$ cat src/jbt_pkg.sv
// Shared types and constants for the JSON byte tokenizer.
// Used by jbt_lex_step and json_byte_tokenizer; depends on nothing else.
`default_nettype none

package jbt_pkg;

  localparam int SPAN_W = 16;
  localparam int WORD_DEPTH = 6;
  localparam logic [2:0] WORD_MAX = 3'd6;

  typedef enum logic [1:0] {
    MODE_IDLE   = 2'd0,
    MODE_STRING = 2'd1,
    MODE_NUMBER = 2'd2,
    MODE_WORD   = 2'd3
  } lex_mode_t;

  typedef enum logic [3:0] {
    KIND_ILLEGAL  = 4'd0,
    KIND_END      = 4'd1,
    KIND_LBRACE   = 4'd2,
    KIND_RBRACE   = 4'd3,
    KIND_LBRACKET = 4'd4,
    KIND_RBRACKET = 4'd5,
    KIND_COLON    = 4'd6,
    KIND_COMMA    = 4'd7,
    KIND_NUMBER   = 4'd8,
    KIND_STRING   = 4'd9,
    KIND_TRUE     = 4'd10,
    KIND_FALSE    = 4'd11,
    KIND_NULL     = 4'd12
  } token_kind_t;

  // Character codes.
  localparam logic [7:0] CH_LBRACE   = 8'h7B;
  localparam logic [7:0] CH_RBRACE   = 8'h7D;
  localparam logic [7:0] CH_LBRACKET = 8'h5B;
  localparam logic [7:0] CH_RBRACKET = 8'h5D;
  localparam logic [7:0] CH_COLON    = 8'h3A;
  localparam logic [7:0] CH_COMMA    = 8'h2C;
  localparam logic [7:0] CH_QUOTE    = 8'h22;
  localparam logic [7:0] CH_BSLASH   = 8'h5C;
  localparam logic [7:0] CH_SPACE    = 8'h20;
  localparam logic [7:0] CH_TAB      = 8'h09;
  localparam logic [7:0] CH_CR       = 8'h0D;
  localparam logic [7:0] CH_LF       = 8'h0A;
  localparam logic [7:0] CH_ZERO     = 8'h30;
  localparam logic [7:0] CH_NINE     = 8'h39;
  localparam logic [7:0] CH_MINUS    = 8'h2D;
  localparam logic [7:0] CH_PLUS     = 8'h2B;
  localparam logic [7:0] CH_DOT      = 8'h2E;
  localparam logic [7:0] CH_LOW_E    = 8'h65;
  localparam logic [7:0] CH_UP_E     = 8'h45;
  localparam logic [7:0] CH_NUL      = 8'h00;

  // Keywords, first character in entry zero.
  localparam logic [3:0][7:0] WORD_NULL  = {"l", "l", "u", "n"};
  localparam logic [3:0][7:0] WORD_TRUE  = {"e", "u", "r", "t"};
  localparam logic [4:0][7:0] WORD_FALSE = {"e", "s", "l", "a", "f"};

  typedef struct packed {
    logic [7:0] data_byte;
    logic       final_byte;
  } in_item_t;

  typedef struct packed {
    token_kind_t         token_kind;
    logic [SPAN_W-1:0]   span_start;
    logic [SPAN_W-1:0]   span_end;
    logic                run_last;
  } token_t;

  // All tokens caused by one input item, in order.
  typedef struct packed {
    logic [1:0]       count;
    token_t [2:0]     tok;
  } res_bundle_t;

  // Lexer control state carried from one item to the next.
  typedef struct packed {
    lex_mode_t                    mode;
    logic                         esc;
    logic [2:0]                   wlen;
    logic [WORD_DEPTH-1:0][7:0]   wbytes;
  } lex_ctl_t;

  localparam lex_ctl_t CTL_RESET = '{
    mode:   MODE_IDLE,
    esc:    1'b0,
    wlen:   3'd0,
    wbytes: '0
  };

endpackage

`default_nettype wire

$ cat src/jbt_lex_step.sv
// Combinational lexer step: one byte plus the current state gives the next
// state and every token that the byte causes. Depends on jbt_pkg.
`default_nettype none

module jbt_lex_step #(
  parameter int POSITION_BITS = 16
) (
  input  jbt_pkg::in_item_t         item,
  input  jbt_pkg::lex_ctl_t         ctl,
  input  logic [POSITION_BITS-1:0]  pos,
  input  logic [POSITION_BITS-1:0]  tstart,
  output jbt_pkg::lex_ctl_t         ctl_next,
  output logic [POSITION_BITS-1:0]  pos_next,
  output logic [POSITION_BITS-1:0]  tstart_next,
  output jbt_pkg::res_bundle_t      bundle
);
  import jbt_pkg::*;

  localparam int PW = POSITION_BITS;

  function automatic logic is_space(logic [7:0] b);
    return b == CH_SPACE || b == CH_TAB || b == CH_CR || b == CH_LF;
  endfunction

  function automatic logic is_num(logic [7:0] b);
    return (b >= CH_ZERO && b <= CH_NINE) || b == CH_MINUS || b == CH_PLUS ||
           b == CH_DOT || b == CH_LOW_E || b == CH_UP_E;
  endfunction

  function automatic token_kind_t word_kind(lex_ctl_t c);
    token_kind_t k;
    k = KIND_ILLEGAL;
    if (c.wlen == 3'd4) begin
      if (c.wbytes[3:0] == WORD_NULL) begin
        k = KIND_NULL;
      end else if (c.wbytes[3:0] == WORD_TRUE) begin
        k = KIND_TRUE;
      end
    end else if (c.wlen == 3'd5) begin
      if (c.wbytes[4:0] == WORD_FALSE) begin
        k = KIND_FALSE;
      end
    end
    return k;
  endfunction

  function automatic res_bundle_t push(res_bundle_t bi, token_kind_t k,
                                       logic [PW-1:0] s, logic [PW-1:0] e);
    res_bundle_t bo;
    bo = bi;
    bo.tok[bi.count].token_kind = k;
    bo.tok[bi.count].span_start = SPAN_W'(s);
    bo.tok[bi.count].span_end   = SPAN_W'(e);
    bo.tok[bi.count].run_last   = 1'b0;
    bo.count = bi.count + 2'd1;
    return bo;
  endfunction

  // Close whatever token is open; e is one past its last byte.
  function automatic res_bundle_t flush(res_bundle_t bi, lex_ctl_t c,
                                        logic [PW-1:0] ts, logic [PW-1:0] e);
    res_bundle_t bo;
    bo = bi;
    case (c.mode)
      MODE_STRING: bo = push(bi, KIND_ILLEGAL, '0, '0);
      MODE_NUMBER: bo = push(bi, KIND_NUMBER, ts, e);
      MODE_WORD:   bo = push(bi, word_kind(c), '0, '0);
      default:     bo = bi;
    endcase
    return bo;
  endfunction

  lex_ctl_t      c;
  logic [PW-1:0] ts;
  logic [PW-1:0] pn;
  logic [7:0]    b;
  logic          relex;
  res_bundle_t   bun;

  always_comb begin
    c     = ctl;
    ts    = tstart;
    b     = item.data_byte;
    pn    = pos + 1'b1;
    relex = 1'b0;
    bun   = '0;

    if (b == CH_NUL) begin
      bun = flush(bun, c, ts, pos);
      bun = push(bun, KIND_END, '0, '0);
      c   = CTL_RESET;
      ts  = '0;
      pn  = '0;
    end else begin
      case (c.mode)
        MODE_STRING: begin
          if (c.esc) begin
            c.esc = 1'b0;
          end else if (b == CH_BSLASH) begin
            c.esc = 1'b1;
          end else if (b == CH_QUOTE) begin
            bun    = push(bun, KIND_STRING, ts, pos);
            c.mode = MODE_IDLE;
          end
        end
        MODE_NUMBER: begin
          if (!is_num(b)) begin
            bun    = push(bun, KIND_NUMBER, ts, pos);
            c.mode = MODE_IDLE;
            relex  = 1'b1;
          end
        end
        MODE_WORD: begin
          if (is_space(b) || b == CH_RBRACE || b == CH_RBRACKET || b == CH_COMMA) begin
            bun    = push(bun, word_kind(c), '0, '0);
            c.mode = MODE_IDLE;
            c.wlen = 3'd0;
            relex  = 1'b1;
          end else begin
            if (c.wlen < WORD_MAX) begin
              c.wbytes[c.wlen] = b;
              c.wlen = c.wlen + 3'd1;
            end
            if (c.wlen >= WORD_MAX) begin
              bun    = push(bun, KIND_ILLEGAL, '0, '0);
              c.mode = MODE_IDLE;
              c.wlen = 3'd0;
            end
          end
        end
        default: relex = 1'b1;
      endcase

      // The byte starts a new token from the between-tokens state.
      if (relex) begin
        case (b)
          CH_LBRACE:   bun = push(bun, KIND_LBRACE, '0, '0);
          CH_RBRACE:   bun = push(bun, KIND_RBRACE, '0, '0);
          CH_LBRACKET: bun = push(bun, KIND_LBRACKET, '0, '0);
          CH_RBRACKET: bun = push(bun, KIND_RBRACKET, '0, '0);
          CH_COLON:    bun = push(bun, KIND_COLON, '0, '0);
          CH_COMMA:    bun = push(bun, KIND_COMMA, '0, '0);
          CH_QUOTE: begin
            c.mode = MODE_STRING;
            c.esc  = 1'b0;
            ts     = pn;
          end
          default: begin
            if (is_space(b)) begin
              c.mode = MODE_IDLE;
            end else if (is_num(b)) begin
              c.mode = MODE_NUMBER;
              ts     = pos;
            end else begin
              c.mode      = MODE_WORD;
              c.wbytes[0] = b;
              c.wlen      = 3'd1;
            end
          end
        endcase
      end

      if (item.final_byte) begin
        bun = flush(bun, c, ts, pn);
        bun = push(bun, KIND_END, '0, '0);
        c   = CTL_RESET;
        ts  = '0;
        pn  = '0;
      end
    end

    if (bun.count != 2'd0) begin
      bun.tok[bun.count - 2'd1].run_last = 1'b1;
    end
  end

  assign ctl_next    = c;
  assign pos_next    = pn;
  assign tstart_next = ts;
  assign bundle      = bun;

endmodule

`default_nettype wire

$ cat src/json_byte_tokenizer.sv
// Top level of the JSON byte tokenizer: input register, lexer state,
// result register and token output sequencing. Depends on jbt_pkg and
// jbt_lex_step.
//
// Usage: JSON text enters one byte per item on the byte channel
// (byte_valid / byte_ready / byte_item). Tokens leave on the token channel
// (token_valid / token_ready / token_item), one token per item, with
// run_last set on the last token that a given byte causes.
// A byte that is zero, or that carries final_byte, closes the text with an
// end token and returns the lexer to its reset state.
// Path: an accepted byte waits in the input register until the result
// register is free; it is then lexed and its tokens are loaded into the
// result register, from which they are offered.
// Throughput: one byte per cycle while each byte causes at most one token
// and token_ready is high. A byte that causes more tokens holds the result
// register while the single output port drains them one per cycle.
// Stalls: while the receiver holds token_ready low, the current token stays
// on the port unchanged; one more byte waits in the input register and
// byte_ready drops only when both registers are occupied.
// Reset (rst, synchronous, active high) empties both registers, clears the
// lexer mode, the byte position and the token start offset.
`default_nettype none

module json_byte_tokenizer #(
  parameter int POSITION_BITS = 16
) (
  input  logic                clk,
  input  logic                rst,
  input  logic                byte_valid,
  output logic                byte_ready,
  input  jbt_pkg::in_item_t   byte_item,
  output logic                token_valid,
  input  logic                token_ready,
  output jbt_pkg::token_t     token_item
);
  import jbt_pkg::*;

  // Input register.
  logic     in_full;
  in_item_t in_reg;

  // Lexer state.
  lex_ctl_t                  ctl;
  logic [POSITION_BITS-1:0]  pos;
  logic [POSITION_BITS-1:0]  tstart;

  lex_ctl_t                  ctl_next;
  logic [POSITION_BITS-1:0]  pos_next;
  logic [POSITION_BITS-1:0]  tstart_next;
  res_bundle_t               bundle_next;

  // Result register and the index of the token being offered.
  res_bundle_t bun;
  logic [1:0]  idx;

  logic out_take;
  logic out_done;
  logic bun_free;
  logic advance;

  jbt_lex_step #(
    .POSITION_BITS(POSITION_BITS)
  ) u_step (
    .item       (in_reg),
    .ctl        (ctl),
    .pos        (pos),
    .tstart     (tstart),
    .ctl_next   (ctl_next),
    .pos_next   (pos_next),
    .tstart_next(tstart_next),
    .bundle     (bundle_next)
  );

  assign token_valid = (bun.count != 2'd0);
  assign token_item  = bun.tok[idx];

  assign out_take   = token_valid && token_ready;
  assign out_done   = out_take && (idx == bun.count - 2'd1);
  assign bun_free   = (bun.count == 2'd0) || out_done;
  assign advance    = in_full && bun_free;
  assign byte_ready = !in_full || advance;

  always_ff @(posedge clk) begin
    if (rst) begin
      in_full <= 1'b0;
    end else if (byte_valid && byte_ready) begin
      in_full <= 1'b1;
    end else if (advance) begin
      in_full <= 1'b0;
    end
  end

  always_ff @(posedge clk) begin
    if (byte_valid && byte_ready) begin
      in_reg <= byte_item;
    end
  end

  always_ff @(posedge clk) begin
    if (rst) begin
      ctl    <= CTL_RESET;
      pos    <= '0;
      tstart <= '0;
    end else if (advance) begin
      ctl    <= ctl_next;
      pos    <= pos_next;
      tstart <= tstart_next;
    end
  end

  // The token slots carry no reset; only the count says what is valid.
  always_ff @(posedge clk) begin
    if (rst) begin
      bun.count <= 2'd0;
      idx       <= 2'd0;
    end else if (advance) begin
      bun <= bundle_next;
      idx <= 2'd0;
    end else if (out_done) begin
      bun.count <= 2'd0;
      idx       <= 2'd0;
    end else if (out_take) begin
      idx <= idx + 2'd1;
    end
  end

`ifndef SYNTH
  // The offered token always lies inside the loaded result.
  a_idx_in_range: assert property (@(posedge clk) disable iff (rst)
    token_valid |-> (idx < bun.count))
    else $error("token index beyond result count");

  // The last token of each result carries run_last.
  a_run_last: assert property (@(posedge clk) disable iff (rst)
    (token_valid && (idx == bun.count - 2'd1)) |-> token_item.run_last)
    else $error("last token of a byte lacks run_last");

  // An open word always holds between one and five bytes.
  a_word_len: assert property (@(posedge clk) disable iff (rst)
    (ctl.mode == MODE_WORD) |-> ((ctl.wlen != 3'd0) && (ctl.wlen < WORD_MAX)))
    else $error("word length out of range while a word is open");

  // An end mark or the final byte returns the position to zero.
  a_end_resets: assert property (@(posedge clk) disable iff (rst)
    (advance && (in_reg.final_byte || (in_reg.data_byte == CH_NUL)))
      |=> ((pos == '0) && (ctl.mode == MODE_IDLE)))
    else $error("lexer state not cleared after end of text");
`endif

endmodule

`default_nettype wire

$ cat config.mk
export PLATFORM = sky130hd
export DESIGN_NAME = json_byte_tokenizer
export DESIGN_NICKNAME = d
export VERILOG_FILES = /design/src/jbt_pkg.sv /design/src/jbt_lex_step.sv /design/src/json_byte_tokenizer.sv
export SDC_FILE = /design/constraint.sdc
export NUM_CORES = 1
export LEC_CHECK = 0
export ABC_CLOCK_PERIOD_IN_PS = 15970
export BUFFER_PORTS_ARGS = -buffer_cell sky130_fd_sc_hd__buf_2
export CAP_MARGIN = 25
export CORE_MARGIN = 3
export CORE_UTILIZATION = 45
export CTS_CLUSTER_DIAMETER = 30
export DETAILED_ROUTE_END_ITERATION = 8
export PLACE_DENSITY = 0.68
export SETUP_SLACK_MARGIN = 0.5
export SYNTH_ARGS = -nofsm -noshare
export SYNTH_HDL_FRONTEND = slang
export SYNTH_SLANG_ARGS = --single-unit
$ cat constraint.sdc
create_clock -name clk -period 15.97 [get_ports clk]
set_input_delay 3.194 -clock clk [delete_from_list [all_inputs] [get_ports clk]]
set_output_delay 3.194 -clock clk [all_outputs]
set_load 0.01 [all_outputs]
==> impl_metrics.csv <==
group,metric,value,unit
worst_setup_path,end_kind,"output port",
sta,worstMarginPinSlew,1.00,ns
sta,finalCritPeriodShare,0.467,
worst_setup_path,rr_startpoint,"in_reg[3]$_DFFE_PP_",
sta,fin_tns_setup,0,ns
placed_design,port_buffers,51,
layout,regMostFlops,"bun",
worst_setup_path,critPathMaxFanout,4,
global_routing,use_met3,0.0451,
floorplanning,start_util,0.460,
worst_setup_path,r2r-end,"bun[12]$_DFFE_PP_",
logic_synthesis,syn_avg_cell_area,9.12,um^2
sta,setup_violations,0,
floorplanning,die_y,161,um
layout,syn2layout_area_growth,18.0,%
logic_synthesis,netlist_area,10900,um^2
logic_synthesis,synth-seq-cells,203,
logic_synthesis,synthCells,1190,
worst_hold_path,whs_path_depth,2,
worst_setup_path,startpoint_type,"primary input",
sta,rsz0062_at_grt,"no",
clock_tree,cts_root_buf,"clkbuf_16",
global_routing,grt.busiest_layer,"met2",
layout,n_fill_cell,2122,
logic_synthesis,ys_seq_area_frac,0.485,
clock_tree,clock_path_buffers,3,
clock_tree,path_clk_slew,0.04,ns
clock_tree,insertion_delay,0.54,ns
worst_setup_path,cp.required,12.78,ns
floorplanning,die_area,26000,um^2
layout,largest_reg_flops,113,
global_routing,grt_max_degree,82,
logic_synthesis,synth_top_area_share,0.332,
layout,seq_area,5270,um^2
logic_synthesis,yosysTopAreaCell,"edfxtp_1",
clock_tree,cts_setup_buffers,0,
global_routing,grtUsageTotal,0.229,
global_routing,antenna_found_initial,0,
clock_tree,cts_made_buffers,44,
worst_setup_path,arrival,4.26,ns
sta,fmax,0.134,GHz
routing,route.detailed.drc,0,
worst_setup_path,worstSetupStartpoint,"token_ready",
routing,finalWirelength,30.1,mm
logic_synthesis,async_flop_share,0,
floorplanning,rows,56,
routing,firstDrtPassIters,5,
clock_tree,cts_tree,"built",
global_routing,grt_pass1_wl,48.4,mm
worst_hold_path,hold_class,"flip-flop to flip-flop",
floorplanning,dieWidth,161,um
layout,multiInputGateArea,5160,um^2
job,cap_violations,0,
logic_synthesis,synth_edf_count,120,
global_routing,grt_use_met1,0.307,
sta,finClkSkew,0.0235,ns
pwr,p_per_area,124,nW/um^2
pwr,peakVddDrop,0.0772,mV
routing,ant_nets,0,
worst_setup_path,r2r_slack,10.41,ns
logic_synthesis,synth_commonest_cells,"nor2_1 (215), edfxtp_1 (120), nand2_1 (115)",
routing,via_count,9342,
floorplanning,core_area,23600,um^2
sta,final_hold_viol_count,0,
clock_tree,cts_hold_buf,0,
worst_setup_path,reg2reg_depth,15,
placed_design,routabilityCongestion,0.957,
global_routing,grt_pass1_vias,9080,
status,status,"finished clean",
sta,layout_min_cycle_time,7.46,ns
worst_setup_path,worstSetupEndpoint,"byte_ready",
logic_synthesis,synthFlopType,"edfxtp_1",
routing,drt_iter0_drc,752,
pwr,p_leak,4.14,nW
sta,drv_slew,0,
routing,avgRoutedWirePerCell,19.2,um
worst_setup_path,crit_type,"primary input to output port",
logic_synthesis,yosys_warnings,0,
global_routing,grt-ovfl-total,0,
logic_synthesis,ys_types,89,
logic_synthesis,syn_nets,1215,
logic_synthesis,synth_area_leaders,"edfxtp_1 (33%), dfxtp_1 (15%), nor2_1 (7.4%)",
clock_tree,cts-resized-gates,0,
layout,biggestRegsByFlops,"bun x113, ctl x46",
layout,antenna_cells,0,
sta,maxSlewHeadroom,0.327,
logic_synthesis,synth.most_common_cell,"nor2_1",
floorplanning,io_pins,52,
layout,drive_above_1_share,0.139,
placed_design,dp_hpwl,18.8,mm
layout,final_nets,1234,
clock_tree,cts_sinks,203,
clock_tree,htree_levels,2,
global_routing,met2_usage,0.373,
sta,hold-worst-slack,0.471,ns
routing,via_per_inst,5.97,
==> layout make-up <==
cell class | instances | share of cell area
Clock buffer | 51 | 0.0887
Timing Repair Buffer | 65 | 0.0297
Inverter | 23 | 0.00674
Tap cell | 319 | 0.0311
Sequential cell | 203 | 0.411
Clock inverter | 31 | 0.0302
Multi-Input combinational cell | 872 | 0.403
==> kinds of logic after synthesis <==
| group | after synthesis | synth area share |
|---|---|---|
| xor+xnor | 22 | 0.0202 |
| flops | 203 | 0.485 |
| fa+ha+maj | 12 | 0.0138 |
| simple gates | 506 | 0.218 |
| mux | 43 | 0.0400 |
| compound gates | 289 | 0.180 |
| buf+inv | 115 | 0.0430 |
==> routing by layer <==
metal / share of wire / vias to the layer above
met4: 0.022 / 0
met2: 0.47 / 377
met1: 0.43 / 4505
met5: 0 / -
li1: - / 4405
met3: 0.073 / 55
==> how the worst min path moves through the flow <==
stage          slack, ns                      end                    start
2_1_floorplan       0.44    bun[112]$_SDFFE_PP0P_    bun[112]$_SDFFE_PP0P_
3_3_place_gp        0.45    bun[112]$_SDFFE_PP0P_    bun[112]$_SDFFE_PP0P_
3_5_place_dp        0.46    bun[112]$_SDFFE_PP0P_    bun[112]$_SDFFE_PP0P_
4_1_cts             0.47  tstart[14]$_SDFFE_PP0P_  tstart[14]$_SDFFE_PP0P_
5_1_grt             0.49  tstart[14]$_SDFFE_PP0P_  tstart[14]$_SDFFE_PP0P_
6_report            0.47  tstart[14]$_SDFFE_PP0P_  tstart[14]$_SDFFE_PP0P_
==> placed cells by master, fill, tap and decap left out, types with 13 or more instances in the layout <==
cell / n
and3_1: 13
dfxtp_1: 82
mux2i_1: 40
o21ai_0: 93
a32oi_1: 43
nor2_1: 214
nand3_1: 27
buf_2: 51
inv_1: 21
nand2b_1: 13
a21oi_1: 55
edfxtp_1: 120
nor2b_1: 13
nand2_1: 115
nor3_1: 36
clkbuf_16: 44
==> report_power, final <==
| group | internal, mW | switching [mW] | leakage (nW) |
|---|---|---|---|
| Clock | 0.615 | 0.305 | 0.743 |
| Sequential | 0.569 | 0.0133 | 1.70 |
| Combinational | 0.0267 | 0.0606 | 1.69 |
| Total | 1.21 | 0.379 | 4.14 |
==> worst max-delay path: stages <==
cell and delay [ns]:
buf_2 0.10, nor2b_1 0.15, and3_1 0.22, nor2_1 0.26
nand2_1 0.16, buf_2 0.17
==> per-stage QoR <==
step           power [mW]   util  std cells  worst slack [ns]  cell area (um^2)
2_1_floorplan       0.648      -       1190              6.80             10900
6_report             1.59  0.543       1564              8.51             12800
4_1_cts              1.60  0.541       1562              8.51             12800
5_1_grt              1.64  0.543       1564              8.45             12800
3_5_place_dp        0.677  0.477       1480              8.52             11300
3_3_place_gp        0.675  0.477       1480              8.51             11300
Power figures use the tool's default switching activity.
